--- src/rtl/iflf_pkg.sv ---
// Shared types and constants for the look-ahead IIR/FIR filter.
// Used by the controller, datapath and top level; no dependencies.
`default_nettype none
package iflf_pkg;
  localparam int MaxTaps = 16;
  localparam int HistLen = 2 * MaxTaps;
  localparam int TapW = $clog2(MaxTaps);
  localparam int HistW = $clog2(HistLen);
  localparam int CntW = $clog2(MaxTaps + 1);

  localparam logic [1:0] FuncSample = 2'd0;
  localparam logic [1:0] FuncFwd = 2'd1;
  localparam logic [1:0] FuncFbk = 2'd2;
  localparam logic [1:0] FuncLah = 2'd3;

  localparam logic [1:0] ModeIir = 2'd0;

  localparam logic [2:0] RegMode = 3'd0;
  localparam logic [2:0] RegFwd = 3'd1;
  localparam logic [2:0] RegFbk = 3'd2;
  localparam logic [2:0] RegLah = 3'd3;
  localparam logic [2:0] RegGain = 3'd4;

  typedef enum logic [2:0] {
    ST_IDLE, ST_SCALE, ST_DECIDE, ST_FWD, ST_FBK, ST_LAH, ST_ROUND, ST_OUT
  } state_e;

  // Controller to datapath.
  typedef struct packed {
    logic       take_item;  // capture input item
    logic       scale;      // shift history (clear it on first sample), store scaled sample
    logic       acc_clr;
    logic       mac_fwd;
    logic       mac_fbk;
    logic       mac_lah;
    logic [TapW-1:0] k;
    logic       finish;     // round and saturate into the output register
    logic       push_out;   // update output history
    logic       emit;       // output register becomes valid
    logic       last;
  } cmd_t;

  // Datapath to controller.
  typedef struct packed {
    logic            is_sample;
    logic            first;
    logic            last;
    logic            out_busy;
  } sts_t;

  function automatic logic [CntW-1:0] clamp_taps(input logic [4:0] n);
    if (n == 5'd0) return CntW'(1);
    if (32'(n) > MaxTaps) return CntW'(MaxTaps);
    return CntW'(n);
  endfunction
endpackage
`default_nettype wire

--- src/rtl/iflf_ctrl.sv ---
// Sequencer for the filter: walks taps of each pending output.
// Depends on iflf_pkg.
`default_nettype none
module iflf_ctrl import iflf_pkg::*; (
  input  wire logic       clk_i,
  input  wire logic       rst_ni,
  input  wire logic       in_valid_i,
  output logic            in_ready_o,
  input  wire logic [1:0] mode_i,
  input  wire logic [CntW-1:0] nf_i,
  input  wire logic [CntW-1:0] nb_i,
  input  wire logic [CntW-1:0] nl_i,
  input  sts_t            sts_i,
  output cmd_t            cmd_o,
  output logic [CntW-1:0] q_o
);
  state_e state_q, state_d;
  logic [CntW-1:0] pend_q, pend_d;
  logic [TapW:0] k_q, k_d;
  logic [CntW-1:0] delay;
  logic use_fwd, use_lah;

  assign delay = mode_i[1] ? nl_i - CntW'(1) : '0;
  assign use_fwd = (mode_i == ModeIir) || mode_i[0];
  assign use_lah = mode_i[1] && (nl_i > CntW'(1));
  assign q_o = pend_q - CntW'(1);

  always_ff @(posedge clk_i or negedge rst_ni) begin
    if (!rst_ni) begin
      state_q <= ST_IDLE;
      pend_q <= '0;
      k_q <= '0;
    end else begin
      state_q <= state_d;
      pend_q <= pend_d;
      k_q <= k_d;
    end
  end

  always_comb begin
    state_d = state_q;
    pend_d = pend_q;
    k_d = k_q;
    cmd_o = '0;
    cmd_o.k = k_q[TapW-1:0];
    cmd_o.last = sts_i.last && (pend_q == CntW'(1));
    in_ready_o = 1'b0;
    case (state_q)
      ST_IDLE: begin
        in_ready_o = 1'b1;
        if (in_valid_i) begin
          cmd_o.take_item = 1'b1;
          state_d = ST_SCALE;
        end
      end
      ST_SCALE: begin
        if (!sts_i.is_sample) begin
          state_d = ST_IDLE;
        end else begin
          cmd_o.scale = 1'b1;
          if (sts_i.first) pend_d = CntW'(1);
          else if (32'(pend_q) < MaxTaps) pend_d = pend_q + CntW'(1);
          state_d = ST_DECIDE;
        end
      end
      ST_DECIDE: begin
        cmd_o.acc_clr = 1'b1;
        k_d = '0;
        if ((sts_i.last && pend_q != '0) || (!sts_i.last && pend_q > delay)) begin
          if (use_fwd) state_d = ST_FWD;
          else if (use_lah) begin
            state_d = ST_LAH;
            k_d = (TapW+1)'(1);
          end else state_d = ST_ROUND;
        end else begin
          state_d = ST_IDLE;
        end
      end
      ST_FWD: begin
        cmd_o.mac_fwd = 1'b1;
        k_d = k_q + 1'b1;
        if (CntW'(k_q) + CntW'(1) >= nf_i) begin
          k_d = '0;
          if (mode_i == ModeIir) begin
            // A feedback length of one uses no feedback taps.
            if (nb_i > CntW'(1)) state_d = ST_FBK;
            else state_d = ST_ROUND;
          end else if (use_lah) begin
            state_d = ST_LAH;
            k_d = (TapW+1)'(1);
          end else state_d = ST_ROUND;
        end
      end
      ST_FBK: begin
        cmd_o.mac_fbk = 1'b1;
        k_d = k_q + 1'b1;
        if (CntW'(k_q) + CntW'(2) >= nb_i) state_d = ST_ROUND;
      end
      ST_LAH: begin
        cmd_o.mac_lah = 1'b1;
        k_d = k_q + 1'b1;
        if (CntW'(k_q) + CntW'(1) >= nl_i) state_d = ST_ROUND;
      end
      ST_ROUND: begin
        // The output register is only reloaded once its previous result has left.
        if (!sts_i.out_busy) begin
          cmd_o.finish = 1'b1;
          state_d = ST_OUT;
        end
      end
      ST_OUT: begin
        if (!sts_i.out_busy) begin
          cmd_o.emit = 1'b1;
          cmd_o.push_out = (mode_i == ModeIir);
          pend_d = pend_q - CntW'(1);
          state_d = ST_DECIDE;
        end
      end
      default: state_d = ST_IDLE;
    endcase
  end

  assert property (@(posedge clk_i) disable iff (!rst_ni)
    cmd_o.emit |-> pend_q != '0) else $error("emit with nothing pending");
  assert property (@(posedge clk_i) disable iff (!rst_ni)
    32'(pend_q) <= MaxTaps) else $error("pending count overflow");
  assert property (@(posedge clk_i) disable iff (!rst_ni)
    in_ready_o |-> state_q == ST_IDLE) else $error("ready outside idle");
endmodule
`default_nettype wire

--- config.mk ---
export PLATFORM = sky130hd
export DESIGN_NAME = iflf_ctrl
export DESIGN_NICKNAME = d
export VERILOG_FILES = /design/src/rtl/iflf_pkg.sv /design/src/rtl/iflf_ctrl.sv
export SDC_FILE = /design/constraint.sdc
export NUM_CORES = 1
export LEC_CHECK = 0
export ABC_CLOCK_PERIOD_IN_PS = 2200
export CORE_AREA = 2 2 53 65
export DETAILED_ROUTE_END_ITERATION = 12
export DIE_AREA = 0 0 55 67
export DONT_BUFFER_PORTS = 1
export MAX_ROUTING_LAYER = met4
export PLACE_DENSITY = 0.73
export SYNTH_ARGS = -nofsm -noshare
export SYNTH_HDL_FRONTEND = slang
export SYNTH_SLANG_ARGS = --single-unit
--- constraint.sdc ---
create_clock -name clk_i -period 2.2 [get_ports clk_i]
set_input_delay 0.22 -clock clk_i [delete_from_list [all_inputs] [get_ports clk_i]]
set_output_delay 0.22 -clock clk_i [all_outputs]
set_load 0.01 [all_outputs]
---- Yosys cells after proc, flatten, opt, wreduce, memory -nomap -nowiden ----
Index checks and enable logic that the tools add are counted.
cells by class
  add/sub/neg operators ................... 5
  $mul .................................... 0
  div/mod/pow operators ................... 0
  $lt $le $gt $ge ......................... 7
  equal/unequal tests ..................... 16
  shift-type cells ........................ 0
  multiplexer cells ....................... 38
  bitwise operators ....................... 0
  reductions and logical operators ........ 15
operators with widths
  cell                                                           number
  2-to-1 mux 5 bit                                               6
  2-to-1 mux 3 bit                                               9
  one-hot mux 3 bit (8 select lines)                             1
  >= comparator 5 bit                                            3
  2-to-1 mux 1 bit                                               15
  one-hot mux 5 bit (3 select lines)                             1
  inequality test 2 bit, second input constant                   7
  == test 3 bit, second input constant                           4
  adder 5 x 1 -> 5 bit, second input constant                    2
  greater-than comparator 5 x 1 -> 1 bit, second input constant  2
  2-to-1 mux 2 bit                                               5
  one-hot mux 5 bit (2 select lines)                             1
  subtractor 5 x 1 -> 5 bit, second input constant               2
  == test 3 x 2 -> 1 bit, second input constant                  2
  AND reduction 6 bit                                            1
  adder 5 x 2 -> 5 bit, second input constant                    1
  == test 5 x 1 -> 1 bit, second input constant                  1
  greater-than comparator 5 bit                                  1
  less-than comparator 5 bit, second input constant              1
  nonzero test 5 bit                                             1
  logical AND 1 bit                                              4
  AND reduction 4 bit                                            1
  == test 3 x 1 -> 1 bit, second input constant                  1
  zero test 3 bit                                                1
  other kinds (7)                                                8
word-level totals
  flip-flop bits (word level) ............. 13
  bits in latches ......................... 0
  memory bits (writable) .................. 0
  bits in read-only memories .............. 0
  input bits .............................. 24
  output and inout port bits .............. 20
  logic and storage cells ................. 84
  memories ................................ 0

---- Logic depth before layout (Yosys ltp) ----
Gate-level depths: netlist of the first run.
  depth in word-level cells ............... 7
  depth in mapped cells ................... 12
  gate-level depth less buffers ........... 12

---- Worst setup path after synthesis of the first run ----
No wires, ideal clock.
  kind .................................... input-to-reg
  start ................................... in nl_i[1]
  end ..................................... reg k_q[0]
  setup time .............................. 0.082 ns
  arrival time ............................ 2.139 ns
  data required time ...................... 2.118 ns
  slack ................................... -0.021 ns
  stages on the path ...................... 12
  path buffers ............................ 0
  path through ............................ inv_1 -> ha_1 -> nand2_1 -> xnor2_1 -> nand2_1 -> ha_1 -> nand4_1 -> nor2_1 -> nor3_1 -> a221o_1 -> or4_1 -> a31oi_1
on the way
  longest elaborated chain between the ends .. 7
  elaborated cells between the ends (all ways) .. 13
  classes of those cells .................. add/sub (1); order compare (2); mux (7); reduce/logical (3)
ends and longest elaborated chain
  element                                 line             source
  from (decl)                             iflf_ctrl.sv:12  input wire logic [CntW-1:0] nl_i,
  subtractor 5 x 1 -> 5 bit               iflf_ctrl.sv:23  assign delay = mode_i[1] ? nl_i - CntW'(1) : '0;
  2-to-1 mux 5 bit                        iflf_ctrl.sv:23
  greater-than comparator 5 bit           iflf_ctrl.sv:69  if ((sts_i.last && pend_q != '0) || (!sts_i.last && pend_q > delay)) begin
  logical AND 1 bit                       iflf_ctrl.sv:69
  logical OR 1 bit                        iflf_ctrl.sv:69
  2-to-1 mux 1 bit                        iflf_ctrl.sv:69
  one-hot mux 5 bit (3 select lines) (*)  iflf_ctrl.sv:48  case (state_q)
  to (signal assigned)                    iflf_ctrl.sv:36  k_q <= k_d;
  to (decl)                               iflf_ctrl.sv:19  logic [TapW:0] k_q, k_d;
Mark *: on every way between the ends. The rest lies on a longest branch, timed or not.
A chain may end at the register's enable or synchronous reset.

---- Final worst setup path of the first run ----
  start ................................... reg k_q[1]
  end ..................................... reg state_q[0]
on the way
  longest elaborated chain between the ends .. 4
  elaborated cells between the ends (all ways) .. 9
  classes of those cells .................. add/sub (2); order compare (3); eq/ne (3); reduce/logical (1)
ends and longest elaborated chain
  element                                                       line                                                source
  adder 5 x 1 -> 5 bit or adder 5 x 2 -> 5 bit (tied branches)  iflf_ctrl.sv:82, iflf_ctrl.sv:102, iflf_ctrl.sv:97
  >= comparator 5 bit (on tied branches)                        iflf_ctrl.sv:102, iflf_ctrl.sv:82, iflf_ctrl.sv:97
  inequality test 2 bit (no line)                               n/a
  AND reduction 6 bit (no line) (*)                             n/a
  to (signal assigned)                                          iflf_ctrl.sv:34                                     state_q <= state_d;
  to (decl)                                                     iflf_ctrl.sv:17                                     state_e state_q, state_d;
Marks and branches as above.

==> results.json, run 1 <==
{
  "place_area_sq_um": 1840,
  "core_sq_um": 3030,
  "ir_drop_mv": 0.828,
  "setup_violations": 2,
  "clk_pin_slew_ns": 0.10,
  "pin_count": 44,
  "crit_path_max_fanout": 4,
  "synth.area.top_cells": "ha_1, dfrtp_1, a21oi_1",
  "drt.antenna.violating_nets": 0,
  "num_rows": 22,
  "layout_commonest_cell": "buf_4",
  "syn_area_per_cell_sq_um": 7.83,
  "die_width_microns": 55,
  "clock_tree.root_cell": "clkbuf_4",
  "fin_crit_ns": 2.27,
  "finalCritPeriodShare_pct": 103,
  "worstPathArrival_ns": 2.41,
  "finalNetCount": 286,
  "p_leak_uw": 0.000980,
  "place_ws_ns": -0.184,
  "overflow": 0,
  "hold-worst-slack_ns": 0.126,
  "design_area_sq_um": 2090,
  "synth_top_cell_by_area": "ha_1",
  "via_per_inst": 6.09,
  "cts_max_level": 1,
  "cp-end-kind": "flop",
  "dp_hpwl_microns": 3520,
  "die_area_sq_um": 3690,
  "violations": "setup timing",
  "synth_nets": 267,
  "grt_max_degree": 18,
  "clockBufferDepth": 2,
  "grt.total_usage_pct": 26.7,
  "grt_pass1_wl_microns": 7030,
  "fin_ws_ns": -0.0680,
  "grt_pass1_vias": 1654,
  "portBuffers": 0,
  "syn_inst": 215,
  "synth_async_sr_flop_share_pct": 100,
  "clock_latency_ns": 0.28,
  "synth-seq-cells": 13,
  "clock.fmax_mhz": 441,
  "ys_types": 45,
  "worstSetupStartpointType": "flop",
  "place_congestion": 0.874,
  "yosysWarningCount": 0,
  "start_util_pct": 55.6,
  "maxCapViolCount": 0,
  "clock-sinks": 13,
  "vias": 1638,
  "yosysTopAreaCellShare_pct": 20.8,
  "crit_type": "reg2reg",
  "setup_tns_ns": -0.0824,
  "layout_common_cells": "buf_4, ha_1, inv_1, nor2_1, a21oi_1",
  "netlist_area_sq_um": 1680,
  "syn_to_final_growth_pct": 24.2,
  "hold_viol": 0,
  "min_path_type": "in2reg",
  "drc": 0,
  "yosysSeqAreaShare_pct": 19.3,
  "dieHeight_microns": 67,
  "tightest_slew_ns": 0.666,
  "antennaDiodeCount": 0,
  "routedWlPerCell_microns": 17.1,
  "slew-limit-headroom_pct": 55.5,
  "report.final.slew_viol_count": 0,
  "ys.flop_type": "dfrtp_1",
  "rsz0062_at_grt": "true",
  "drive_above_1_share_pct": 23.6,
  "fin_skew_ns": 0.0135,
  "power_density_nw_per_um2": 1270,
  "cts_buffers": 3,
  "dr.pass1.iters": 4,
  "drtIter0Drc": 42,
  "synth_edf_count": 0,
  "cts_tree": "yes",
  "outcome": "finished, violations left",
  "antenna_found_initial": 0,
  "routed_wl_microns": 4600,
  "cp.required_ns": 2.34
}
## critical path, stage by stage (launching register included)
cell and delay, ns:
dfrtp_1 0.43, buf_4 0.14, ha_2 0.19, nand2_2 0.10, xnor2_4 0.17, ha_4 0.28, nand2_2 0.06, o211ai_1 0.25
nand4_1 0.23, o21ai_1 0.21, o41ai_2 0.09
## timing repair
action,CTS,global route
gates resized for setup,8,23
setup buffers,4,0
endpoints found under the setup margin,4,9
hold buffers,1,0
hold endpoints to repair,13,0
cloned,0,0
pin swaps,10,12
## cells by family (layout without fill, tap and decap cells)
| group | Yosys count | count (layout) | synth area share, % |
|---|---|---|---|
| fa+ha+maj | 28 | 28 | 20.8 |
| buf+inv | 32 | 50 | 8.48 |
| flops | 13 | 13 | 19.3 |
| simple gates | 79 | 79 | 25.1 |
| mux | 1 | 1 | 0.595 |
| xor+xnor | 12 | 12 | 6.25 |
| compound gates | 50 | 50 | 19.4 |
## stage by stage
| step | utilization (%) | power (uW) | std cells |
|---|---|---|---|
| final | 69.0 | 2650 | 269 |
| after global routing | 69.0 | 2900 | 269 |
| after CTS | 64.3 | 2420 | 270 |
| after detailed placement | 60.7 | 2180 | 261 |
| after global placement | 60.7 | 2100 | 261 |
| after floorplan | - | 1700 | 215 |
## flip-flops by register name, summed over array words and instances (netlist names)
signal / count
pend_q: 5
k_q: 5
state_q: 3
## power breakdown
| group | total (uW) | leakage (uW) | internal [uW] | switching (uW) |
|---|---|---|---|---|
| Clock | 157 | 0.0000150 | 70.2 | 87.0 |
| Sequential | 540 | 0.000160 | 345 | 195 |
| Combinational | 1950 | 0.000806 | 910 | 1040 |
| Total | 2650 | 0.000980 | 1330 | 1320 |
## synthesized netlist by cell type, types with 5 or more instances
| library cell | number |
|---|---|
| ha_1 | 28 |
| inv_1 | 20 |
| nor2_1 | 17 |
| nand2_1 | 16 |
| a21oi_1 | 15 |
| dfrtp_1 | 13 |
| nand2b_1 | 8 |
| nor3_1 | 7 |
| xnor2_1 | 7 |
| nor2b_1 | 6 |
| buf_4 | 5 |
| o21ai_1 | 5 |
| xor2_1 | 5 |
## final cells by class
cell class / count / area [sq um]
timing repair buffer: 26 / 201
sequential: 13 / 327
fill: 243 / 937
multi-input combinational: 170 / 1420
inverter: 20 / 75.1
tap: 36 / 45.0
clock buffer: 4 / 26.3
## per-layer routing
layer  vias up  wire (microns)  track usage (%)
met5         -               0                -
met4         0              57             9.45
met3         6             189             4.04
met2        44            2570             49.3
met1       786            1780             27.4
li1        802               -                -
## final timing paths
path / start / end / slack, ns / cells after the start
max in group asynchronous: rst_ni / k_q[2]$_DFFE_PN0P_ / 1.34 / 1
max reg2reg: k_q[1]$_DFFE_PN0P_ / state_q[0]$_DFFE_PN0P_ / -0.07 / 10
min: mode_i[0] / state_q[2]$_DFFE_PN0P_ / 0.13 / 2
min reg2reg: pend_q[2]$_DFFE_PN0P_ / pend_q[2]$_DFFE_PN0P_ / 0.66 / 2
min in group asynchronous: rst_ni / k_q[1]$_DFFE_PN0P_ / 0.40 / 1
max: k_q[1]$_DFFE_PN0P_ / state_q[0]$_DFFE_PN0P_ / -0.07 / 10
Power figures use the tool's default switching activity.
==> inputs of run 2 (changes only) <==
- ABC_AREA: not set -> 1
- CORE_AREA: 2 2 53 65 -> 2 2 56 68
- DIE_AREA: 0 0 55 67 -> 0 0 58 70
- GPL_TIMING_DRIVEN: not set -> 0
- PLACE_DENSITY: 0.73 -> 0.74
==> run 2 against run 1 <==
Clock-buffer cell count is the same. Routed wire length shrank 0.46%. Largest power group unchanged. The flow now finishes without violations. Critical path depth grew 5. Worst hold slack gained 0.14 ns. Highest routed layer unchanged. Register-to-register slack gained 0.15 ns.
==> results.json, run 2 <==
{
  "finalNetCount": 354,
  "routedWlPerCell_microns": 13.5,
  "grt.total_usage_pct": 24.0,
  "slew-limit-headroom_pct": 55.0,
  "ys_types": 28,
  "synth.area.top_cells": "ha_1, dfrtp_1, nand2_1",
  "yosysMostFrequentCell": "nand2_1",
  "worstPathArrival_ns": 2.26,
  "yosysTopAreaCellShare_pct": 18.5,
  "clk_pin_slew_ns": 0.06,
  "synth_edf_count": 0,
  "synth_nets": 340,
  "clock.fmax_mhz": 472,
  "via_per_inst": 5.31,
  "ys.flop_type": "dfrtp_1",
  "layout_common_cells": "nand2_1, inv_1, nand3_1, ha_1, nor2_1",
  "outcome": "finished clean",
  "syn_inst": 288,
  "die_width_microns": 58,
  "drive_above_1_share_pct": 18.9,
  "power_density_nw_per_um2": 1000,
  "finalCritPeriodShare_pct": 96.4,
  "setup_tns_ns": 0,
  "netlist_area_sq_um": 1900,
  "cts_buffers": 3,
  "totalPowerFinal_uw": 2180,
  "fin_crit_ns": 2.12,
  "drt.antenna.violating_nets": 0,
  "crit_type": "reg2reg",
  "cts_max_level": 1,
  "drc": 0,
  "report.final.slew_viol_count": 0,
  "crit_path_max_fanout": 5,
  "clockBufferDepth": 2,
  "cp-end-kind": "flop",
  "clock_latency_ns": 0.25,
  "synth_async_sr_flop_share_pct": 100,
  "layout_commonest_cell": "nand2_1",
  "portBuffers": 0,
  "reg_top3": "k_q x5, pend_q x5, state_q x3",
  "dr.pass1.iters": 4,
  "maxCapViolCount": 0,
  "design_area_sq_um": 2180,
  "worstSetupStartpointType": "flop",
  "place_area_sq_um": 1950,
  "routed_wl_microns": 4570,
  "antenna_found_initial": 0,
  "core_sq_um": 3480,
  "yosysSeqAreaShare_pct": 17.1,
  "synth-seq-cells": 13,
  "grt_pass1_wl_microns": 7470,
  "synth_common_cells": "nand2_1, inv_1, ha_1, nand3_1, nor2_1",
  "dp_hpwl_microns": 3360,
  "vias": 1806,
  "hold-worst-slack_ns": 0.261,
  "clock-sinks": 13,
  "start_util_pct": 54.5,
  "cts_tree": "yes",
  "ir_drop_mv": 0.722,
  "yosysWarningCount": 0,
  "tightest_slew_ns": 0.673,
  "synth_top_cell_by_area": "ha_1",
  "syn_area_per_cell_sq_um": 6.59,
  "clock_tree.root_cell": "clkbuf_8",
  "grt_pass1_vias": 1720,
  "place_ws_ns": -0.170,
  "antennaDiodeCount": 0,
  "setup_violations": 0,
  "min_path_type": "in2reg",
  "grt_max_degree": 14,
  "die_area_sq_um": 4060,
  "num_rows": 24,
  "hold_viol": 0,
  "place_congestion": 0.772,
  "p_leak_uw": 0.00121,
  "pin_count": 44,
  "overflow": 0,
  "fin_ws_ns": 0.0793,
  "fin_skew_ns": 0.00298,
  "syn_to_final_growth_pct": 14.9,
  "cp.required_ns": 2.34,
  "dieHeight_microns": 70,
  "drtIter0Drc": 82
}
run 2: cell types whose count changed after synthesis, sizes merged, moves of 5 or more:
cell,change
a21oi,-6
inv,+39
nand2,+58
nand2b,-8
nand3,+25
nand4,+8
nor2,+7
nor2b,-6
o21ai,+5
xnor2,-6
xor2,+5
run 2: layout make-up:
cell class | count | area (sq um)
inverters | 59 | 224
multi-input cells | 208 | 1400
plain buffers | 8 | 68.8
repair buffers | 9 | 70.1
well taps | 39 | 48.8
clock buffers | 4 | 45.0
fillers | 339 | 1300
flip-flops and latches | 13 | 329
run 2: final timing paths:
kind / from / end / slack [ns] / depth (start not counted)
min: mode_i[0] / state_q[2]$_DFFE_PN0P_ / 0.26 / 5
max in group asynchronous: rst_ni / k_q[0]$_DFFE_PN0P_ / 1.28 / 1
max reg2reg: k_q[1]$_DFFE_PN0P_ / state_q[1]$_DFFE_PN0P_ / 0.08 / 15
min reg2reg: state_q[2]$_DFFE_PN0P_ / state_q[2]$_DFFE_PN0P_ / 0.64 / 3
max: k_q[1]$_DFFE_PN0P_ / state_q[1]$_DFFE_PN0P_ / 0.08 / 15
min in group asynchronous: rst_ni / state_q[2]$_DFFE_PN0P_ / 0.45 / 1
run 2: cell families after synthesis:
kind of cell	synth area share, %
AO/OA/AOI/OAI	7.12
XOR/XNOR	5.08
adder cells (fa/ha/maj)	18.5
buffers and inverters	15.4
flip-flops	17.1
AND/OR/NAND/NOR	36.8
run 2: critical path: stages, from the launching register on:
cell and delay, ns:
dfrtp_2 0.46, ha_4 0.18, nand2_1 0.08, xor2_1 0.16
inv_1 0.09, ha_1 0.29, nand2_2 0.09, nor2_2 0.04
nand2_2 0.08, nand4_2 0.14, nand2_1 0.10, inv_1 0.05
nand3_2 0.10, inv_2 0.05, nand2_1 0.05, nand2_1 0.05
run 2: routing by layer:
metal	routed length [microns]	track usage (%)	vias to the layer above
met5	0	-	-
met4	102	8.01	0
met3	187	4.63	11
met2	2460	41.7	41
met1	1820	27.1	822
li1	-	-	932
run 2: power by group:
| group | leakage (uW) | switching [uW] | internal, uW |
|---|---|---|---|
| clock | 0.0000228 | 97.8 | 128 |
| combinational | 0.00102 | 1000 | 547 |
| sequential | 0.000167 | 81.7 | 324 |
run 2: repair_timing:
action                                  CTS  global route
resized for setup                         3            17
hold buffers                              1             0
endpoints found under the setup margin    8             8
setup buffers                             2             6
endpoints found under the hold margin    13             0
pin swaps                                 1            11
run 2: per-stage QoR:
step	std cells	utilization (%)
after floorplan	288	-
after global placement	327	55.9
after detailed placement	327	55.9
after CTS	334	58.3
after global routing	340	62.6
final	340	62.6
